===== config.mk =====
export PLATFORM = sky130hd
export DESIGN_NAME = accel_motion_detector
export DESIGN_NICKNAME = d
export VERILOG_FILES = /design/src/rtl/amd_pkg.sv /design/src/rtl/amd_lane.sv /design/src/rtl/amd_merge.sv /design/src/rtl/accel_motion_detector.sv
export VERILOG_INCLUDE_DIRS = /design/src /design/src/rtl
export SDC_FILE = /design/constraint.sdc
export NUM_CORES = 1
export LEC_CHECK = 0
export ABC_AREA = 0
export ABC_CLOCK_PERIOD_IN_PS = 20500
export BUFFER_PORTS_ARGS = -buffer_cell sky130_fd_sc_hd__buf_2
export CAP_MARGIN = 20
export CORE_MARGIN = 4
export CORE_UTILIZATION = 67
export DETAILED_ROUTE_END_ITERATION = 16
export PLACE_DENSITY = 0.86
export SETUP_SLACK_MARGIN = 0.05
export SYNTH_ARGS = -nofsm -noshare
export SYNTH_HDL_FRONTEND = slang
export SYNTH_SLANG_ARGS = --single-unit

===== constraint.sdc =====
create_clock -name clk -period 20.5 [get_ports clk]
set_input_delay 1.025 -clock clk [delete_from_list [all_inputs] [get_ports clk]]
set_output_delay 1.025 -clock clk [all_outputs]
set_load 0.01 [all_outputs]

===== src/rtl/accel_motion_detector_defines.svh =====
// Assertion macros shared by the motion detector RTL.
// Each macro expects clk and arst_n to be visible where it is used.
`ifndef ACCEL_MOTION_DETECTOR_DEFINES_SVH
`define ACCEL_MOTION_DETECTOR_DEFINES_SVH

// Consequent must hold in the same cycle as the antecedent.
`define AMD_ASSERT_NOW(lbl, ante, cons, msg) \
	lbl: assert property (@(posedge clk) disable iff (!arst_n) (ante) |-> (cons)) \
		else $error(msg);

// Consequent must hold in the cycle after the antecedent.
`define AMD_ASSERT_NEXT(lbl, ante, cons, msg) \
	lbl: assert property (@(posedge clk) disable iff (!arst_n) (ante) |=> (cons)) \
		else $error(msg);

`endif


===== src/rtl/amd_pkg.sv =====
package amd_pkg;

	localparam int FILTER_DEPTH = 8;
	localparam int SLOT_W       = $clog2(FILTER_DEPTH);
	localparam int SAMPLE_W     = 16;
	localparam int SUM_W        = SAMPLE_W + SLOT_W;
	localparam int LANE_ERR_W   = SAMPLE_W;
	localparam int MERR_W       = 18;
	localparam int TICK_W       = 32;
	localparam int THR_W        = 12;
	localparam int CFG_W        = 4;

	localparam logic [THR_W-1:0] BASE_LEVEL = THR_W'(1500);
	localparam logic [THR_W-1:0] STEP_SIZE  = THR_W'(200);
	localparam logic [CFG_W-1:0] MAX_STEP   = CFG_W'(9);
	localparam logic [THR_W-1:0] TOP_LEVEL  = BASE_LEVEL + THR_W'(9) * STEP_SIZE;

	localparam logic [1:0] TILT_LEFT   = 2'd0;
	localparam logic [1:0] TILT_FLAT   = 2'd2;
	localparam logic [1:0] FOLLOW_MODE = 2'd2;

	localparam logic REG_SENS   = 1'b0;
	localparam logic REG_ORIENT = 1'b1;

	// Shared pipeline control from the top level to every axis lane.
	typedef struct packed {
		logic              ld1;
		logic              ld2;
		logic              primed;
		logic [SLOT_W-1:0] slot;
	} lane_ctrl_t;

endpackage


===== src/rtl/amd_lane.sv =====
module amd_lane (
	input  logic                                      clk,
	input  logic                                      arst_n,
	input  amd_pkg::lane_ctrl_t                       ctrl,
	input  logic signed [amd_pkg::SAMPLE_W-1:0]       sample,
	output logic        [amd_pkg::LANE_ERR_W-1:0]     err_s2
);
	import amd_pkg::*;

	localparam logic signed [SUM_W-1:0] SUM_DIV = SUM_W'(FILTER_DEPTH);

	logic signed [SAMPLE_W-1:0] ring_q [FILTER_DEPTH];
	logic signed [SUM_W-1:0]    sum_q;
	logic signed [SUM_W-1:0]    sum_next;
	logic signed [SUM_W-1:0]    sample_ext;
	logic signed [SUM_W-1:0]    old_ext;
	logic signed [SAMPLE_W-1:0] sample_s1;
	logic signed [SUM_W-1:0]    sum_s1;
	logic signed [SUM_W-1:0]    quot;
	logic signed [SAMPLE_W:0]   diff;
	logic        [SAMPLE_W:0]   diff_abs;

	always_comb begin
		sample_ext = SUM_W'(sample);
		old_ext    = SUM_W'(ring_q[ctrl.slot]);
		if (ctrl.primed) begin
			sum_next = sum_q - old_ext + sample_ext;
		end else begin
			sum_next = sample_ext * SUM_DIV;
		end
	end

	always_ff @(posedge clk or negedge arst_n) begin
		if (!arst_n) begin
			sum_q <= '0;
		end else if (ctrl.ld1) begin
			sum_q <= sum_next;
		end
	end

	// The first sample after reset fills every slot of the ring.
	always_ff @(posedge clk) begin
		if (ctrl.ld1) begin
			for (int i = 0; i < FILTER_DEPTH; i++) begin
				if (!ctrl.primed || ctrl.slot == SLOT_W'(i)) begin
					ring_q[i] <= sample;
				end
			end
		end
	end

	always_ff @(posedge clk) begin
		if (ctrl.ld1) begin
			sample_s1 <= sample;
			sum_s1    <= sum_next;
		end
	end

	// Signed division truncates toward zero, which the average needs.
	always_comb begin
		quot     = sum_s1 / SUM_DIV;
		diff     = quot[SAMPLE_W:0] - {sample_s1[SAMPLE_W-1], sample_s1};
		diff_abs = diff[SAMPLE_W] ? (SAMPLE_W+1)'(-diff) : diff;
	end

	always_ff @(posedge clk) begin
		if (ctrl.ld2) begin
			err_s2 <= diff_abs[LANE_ERR_W-1:0];
		end
	end

endmodule


===== src/rtl/amd_merge.sv =====
`include "accel_motion_detector_defines.svh"

module amd_merge (
	input  logic                                  clk,
	input  logic                                  arst_n,
	input  logic                                  ld3,
	input  logic                                  out_ready,
	input  logic [amd_pkg::LANE_ERR_W-1:0]        err_x,
	input  logic [amd_pkg::LANE_ERR_W-1:0]        err_y,
	input  logic [amd_pkg::LANE_ERR_W-1:0]        err_z,
	input  logic [amd_pkg::CFG_W-1:0]             sensitivity,
	input  logic [amd_pkg::TICK_W-1:0]            tick_s2,
	input  logic                                  flip_s2,
	output logic                                  out_valid,
	output logic                                  moved,
	output logic [amd_pkg::MERR_W-1:0]            motion_error,
	output logic [amd_pkg::TICK_W-1:0]            last_move_tick,
	output logic                                  flip_display
);
	import amd_pkg::*;

	logic [MERR_W-1:0] total;
	logic [CFG_W-1:0]  step;
	logic [THR_W-1:0]  threshold;
	logic              over;

	always_comb begin
		total     = MERR_W'(err_x) + MERR_W'(err_y) + MERR_W'(err_z);
		step      = (sensitivity > MAX_STEP) ? MAX_STEP : sensitivity;
		threshold = TOP_LEVEL - THR_W'(step) * STEP_SIZE;
		over      = total > MERR_W'(threshold);
	end

	always_ff @(posedge clk or negedge arst_n) begin
		if (!arst_n) begin
			out_valid      <= 1'b0;
			last_move_tick <= '0;
		end else begin
			if (ld3) begin
				out_valid <= 1'b1;
				if (over) begin
					last_move_tick <= tick_s2;
				end
			end else if (out_ready) begin
				out_valid <= 1'b0;
			end
		end
	end

	always_ff @(posedge clk) begin
		if (ld3) begin
			moved        <= over;
			motion_error <= total;
			flip_display <= flip_s2;
		end
	end

	// The lowest threshold is the base level, so a movement always exceeds it.
	`AMD_ASSERT_NOW(a_moved_above_base, out_valid && moved,
		motion_error > MERR_W'(BASE_LEVEL), "movement flagged below the base level")

endmodule


===== src/rtl/accel_motion_detector.sv =====
// Channel   Direction  Handshake              Payload
// in        request    in_valid / in_ready    accel_x, accel_y, accel_z, tilt_code, tick_now
// out       result     out_valid / out_ready  moved, motion_error, last_move_tick, flip_display
// cfg       write      cfg_we                 cfg_idx, cfg_data
//
// One request per cycle is accepted unless a stalled output has backed up the pipeline.
// The running sums are updated in the accept cycle, so that adder sets the rate.
// The three axis lanes run in parallel and a merge stage adds their errors.
// Reset clears the valid bits, sums, write slot, latched tick and display state.
// A stalled result holds the output; requests still enter while a stage is empty.
`include "accel_motion_detector_defines.svh"

module accel_motion_detector (
	input  logic                                   clk,
	input  logic                                   arst_n,
	input  logic                                   cfg_we,
	input  logic                                   cfg_idx,
	input  logic [amd_pkg::CFG_W-1:0]              cfg_data,
	input  logic                                   in_valid,
	output logic                                   in_ready,
	input  logic signed [amd_pkg::SAMPLE_W-1:0]    accel_x,
	input  logic signed [amd_pkg::SAMPLE_W-1:0]    accel_y,
	input  logic signed [amd_pkg::SAMPLE_W-1:0]    accel_z,
	input  logic [1:0]                             tilt_code,
	input  logic [amd_pkg::TICK_W-1:0]             tick_now,
	output logic                                   out_valid,
	input  logic                                   out_ready,
	output logic                                   moved,
	output logic [amd_pkg::MERR_W-1:0]             motion_error,
	output logic [amd_pkg::TICK_W-1:0]             last_move_tick,
	output logic                                   flip_display
);
	import amd_pkg::*;

	logic [CFG_W-1:0]      sens_q;
	logic [1:0]            mode_q;
	logic                  primed_q;
	logic [SLOT_W-1:0]     slot_q;
	logic                  flip_q;
	logic                  flip_next;
	logic                  v1_q;
	logic                  v2_q;
	logic                  ld1, ld2, ld3;
	logic [TICK_W-1:0]     tick_s1, tick_s2;
	logic                  flip_s1, flip_s2;
	lane_ctrl_t            ctrl;
	logic [LANE_ERR_W-1:0] err_x, err_y, err_z;

	// Each stage loads when it is empty or its contents move on this cycle.
	always_comb begin
		ld3      = v2_q && (!out_valid || out_ready);
		ld2      = v1_q && (!v2_q || ld3);
		in_ready = !v1_q || ld2;
		ld1      = in_valid && in_ready;
	end

	always_comb begin
		flip_next = flip_q;
		if (mode_q == FOLLOW_MODE && tilt_code != TILT_FLAT) begin
			flip_next = (tilt_code == TILT_LEFT);
		end
	end

	assign ctrl = '{ld1: ld1, ld2: ld2, primed: primed_q, slot: slot_q};

	always_ff @(posedge clk or negedge arst_n) begin
		if (!arst_n) begin
			sens_q   <= '0;
			mode_q   <= '0;
			primed_q <= 1'b0;
			slot_q   <= '0;
			flip_q   <= 1'b0;
			v1_q     <= 1'b0;
			v2_q     <= 1'b0;
		end else begin
			if (cfg_we) begin
				case (cfg_idx)
					REG_SENS:   sens_q <= cfg_data;
					REG_ORIENT: mode_q <= cfg_data[1:0];
					default:    sens_q <= sens_q;
				endcase
			end
			if (ld1) begin
				primed_q <= 1'b1;
				flip_q   <= flip_next;
				if (!primed_q || slot_q == SLOT_W'(FILTER_DEPTH - 1)) begin
					slot_q <= (!primed_q) ? SLOT_W'(1) : '0;
				end else begin
					slot_q <= slot_q + SLOT_W'(1);
				end
			end
			if (ld1) begin
				v1_q <= 1'b1;
			end else if (ld2) begin
				v1_q <= 1'b0;
			end
			if (ld2) begin
				v2_q <= 1'b1;
			end else if (ld3) begin
				v2_q <= 1'b0;
			end
		end
	end

	always_ff @(posedge clk) begin
		if (ld1) begin
			tick_s1 <= tick_now;
			flip_s1 <= flip_next;
		end
		if (ld2) begin
			tick_s2 <= tick_s1;
			flip_s2 <= flip_s1;
		end
	end

	amd_lane u_lane_x (.clk(clk), .arst_n(arst_n), .ctrl(ctrl), .sample(accel_x), .err_s2(err_x));
	amd_lane u_lane_y (.clk(clk), .arst_n(arst_n), .ctrl(ctrl), .sample(accel_y), .err_s2(err_y));
	amd_lane u_lane_z (.clk(clk), .arst_n(arst_n), .ctrl(ctrl), .sample(accel_z), .err_s2(err_z));

	amd_merge u_merge (
		.clk           (clk),
		.arst_n        (arst_n),
		.ld3           (ld3),
		.out_ready     (out_ready),
		.err_x         (err_x),
		.err_y         (err_y),
		.err_z         (err_z),
		.sensitivity   (sens_q),
		.tick_s2       (tick_s2),
		.flip_s2       (flip_s2),
		.out_valid     (out_valid),
		.moved         (moved),
		.motion_error  (motion_error),
		.last_move_tick(last_move_tick),
		.flip_display  (flip_display)
	);

	`AMD_ASSERT_NOW(a_empty_front_ready, !v1_q, in_ready, "empty first stage refused a request")
	`AMD_ASSERT_NEXT(a_primed_after_accept, ld1, primed_q, "ring not primed after a request")
	`AMD_ASSERT_NEXT(a_slot_wraps, ld1 && primed_q && slot_q == SLOT_W'(FILTER_DEPTH - 1),
		slot_q == '0, "write slot failed to wrap")

endmodule


==> metrics.cfg <==
[floorplan]
ioPinCount = 146
rows = 85
core_area_um2 = 53810
start_util_pct = 67.54
die-area_um2 = 58040
die_h_um = 240.9
die_w_um = 240.9

[clock_tree]
cts-htree-levels = 3
cts.clk_slew.worst_paths_ns = 0.06
tritoncts = done
post-cts-setup-buffers = 0
clock-sinks = 726
hold_buffers = 0
numCtsBuffers = 73
cts_max_path_buffers = 3
clock_latency_ns = 0.62
root_buffer = clkbuf_16
cts_repair_resize_count = 0

[yosys]
yosysSeqAreaShare_pct = 58.57
synthTopCellsByCount = edfxtp_1, inv_1, nand2_1, ha_1, o21ai_0
ys_warn_count = 0
syn_inst = 2664
synth_top_area_cell = edfxtp_1
synth.most_common_cell = edfxtp_1
synth.avg_cell_area_um2 = 13.64
syn-num-nets = 3033
synth_top_area_share_pct = 51.48
synth_area_leaders = edfxtp_1, ha_1, dfrtp_1
synth-edff-count = 623
synthArstFlopShare_pct = 14.19
synthesis.area_um2 = 36340
synth_cell_type_count = 81
ys_ff_latch = 726
synth_ff_type = edfxtp_1

[sta]
period_needed_ns = 5.719
grt_setup_unrepaired = no
fin_tns_setup_ns = 0
drv_slew = 0
relSlewSlack_pct = 23.41
setup_violations = 0
tightest_slew_ns = 1.146
clock_skew_ns = 0.02854
fin_crit_sh_pct = 27.90
hold_viol_final = 0
max_freq_mhz = 174.9

[route]
post_drt_wl_per_cell_um = 22.52
drt_iter0_drc = 2262
post-route-drc-count = 0
first_pass_iters = 8
drt_wl_total_mm = 80.95
antenna_left = 0
num_vias = 22310
via_per_inst = 6.206

[global_route]
grtUsageTotal_pct = 28.12
grt_use_met1_pct = 37.65
grt-ovfl-total = 0
grt_pass1_vias = 22890
grt_pass1_wl_mm = 126.0
busiest_layer = met2
grt_max_degree = 164
gr-usage-met2_pct = 47.65
grt_use_met3_pct = 4.605
antenna_found_initial = 9

[worst_hold_path]
hp-class = reg2reg

[place]
routabilityCongestion = 0.9373
io_buffers = 145
dp_hpwl_mm = 51.33

[worst_setup_path]
worst-path-max-fanout = 40
reg2reg_setup_slack_ns = 14.78
cp.required_ns = 21.01
crit_arrival_ns = 6.23
crit_type = reg2reg
cp-start-kind = flop
crit_path_end_kind = flop

[status]
outcome = completed

[final_layout]
drive_gt1_share_pct = 16.28
final_core_util_pct = 75.04
layout-area-overhead-vs-synth_pct = 11.11
nets = 3203

[job]
drv_cap = 0

[stage by stage]
step | cells | hold WS, ns | area (µm²) | setup slack (ns)
2_1_floorplan | 2664 | 0.4003 | 36340 | 13.05
3_3_place_gp | 3455 | 0.4005 | 37880 | 14.94
3_5_place_dp | 3455 | 0.4045 | 37880 | 14.85
4_1_cts | 3589 | 0.4162 | 40370 | 14.78
5_1_grt | 3595 | 0.4192 | 40380 | 14.32
6_report | 3595 | 0.4125 | 40380 | 14.78
[path summary, 6_finish.rpt]
| kind | cells after the start | startpoint | endpoint |
|---|---|---|---|
| hold / removal | 0 | tick_s1[26] | tick_s2[26] |
| setup reg to reg | 16 | slot_q[0] | u_lane_x.sum_q[18] |
| max in group asynchronous | 2 | arst_n | slot_q[0] |
| setup / recovery | 16 | slot_q[0] | u_lane_x.sum_q[18] |
| min in group asynchronous | 1 | arst_n | mode_q[1] |
| hold reg to reg | 0 | tick_s1[26] | tick_s2[26] |
[state kept, by name, summed over array words and instances, names as in the netlist, 32 cells and up]
register and flops:
tick_s1 32, u_merge.last_move_tick 32, u_lane_y.ring_q 128, u_lane_z.ring_q 128, u_lane_x.ring_q 128, tick_s2 32
[cell usage in the layout, fill, tap and decap left out, drive strengths merged, types with 17 or more instances in the layout]
master    n
a21o     49
a21oi   107
a31oi    19
buf     163
clkbuf  100
clkinv   19
dfrtp   103
edfxtp  623
fa       60
ha      217
inv     321
mux2     66
mux2i    24
mux4     96
nand2   257
nand2b   17
nand3    23
nor2    106
nor3     30
o21ai   117
o21bai   25
xnor2   110
xor2     63
[worst max-delay path, cell delays in order, from the launching register on]
cell and delay (ns):
dfrtp_4 0.80, buf_4 0.73, mux4_2 0.61, nand2_1 0.08, nand2_1 0.10, fa_1 0.49, inv_1 0.07, fa_1 0.47
a21o_1 0.20, a21oi_1 0.25, o21bai_1 0.18, a2111oi_0 0.58, o21ai_0 0.20, nand2_1 0.13, o21ai_0 0.19, mux2i_1 0.18
a211o_1 0.29
[per-layer routing]
layer | part of all wire, % | up-vias | wire, µm
met4 | 3.0 | 4 | 2453
met1 | 39 | 11120 | 31770
li1 | - | 9963 | -
met5 | 0.030 | - | 24
met2 | 50 | 1020 | 40550
met3 | 7.6 | 203 | 6148
[cell type report]
type	count	area (µm²)
Clock buffer	100	2009
Multi-Input combinational cell	1551	13640
Tap cell	696	870.8
Antenna cell	6	15.01
Sequential cell	726	21300
Fill cell	3087	13430
Timing Repair Buffer	163	863.3
Clock inverter	34	481.7
Inverter	319	1205
[cells by family after synthesis]
kind of cell             after synthesis  share of synthesized area [%]
buffers and inverters                387                          4.111
multiplexers                         186                          8.965
adder cells (fa/ha/maj)              277                          10.78
AO/OA/AOI/OAI                        407                          7.199
flip-flops                           726                          58.57
AND/OR/NAND/NOR                      508                          6.193
XOR/XNOR                             173                          4.190
Power is left out: the tool's default activity adds up to more than one toggle a clock period on the data nets, which glitch-free logic cannot reach.
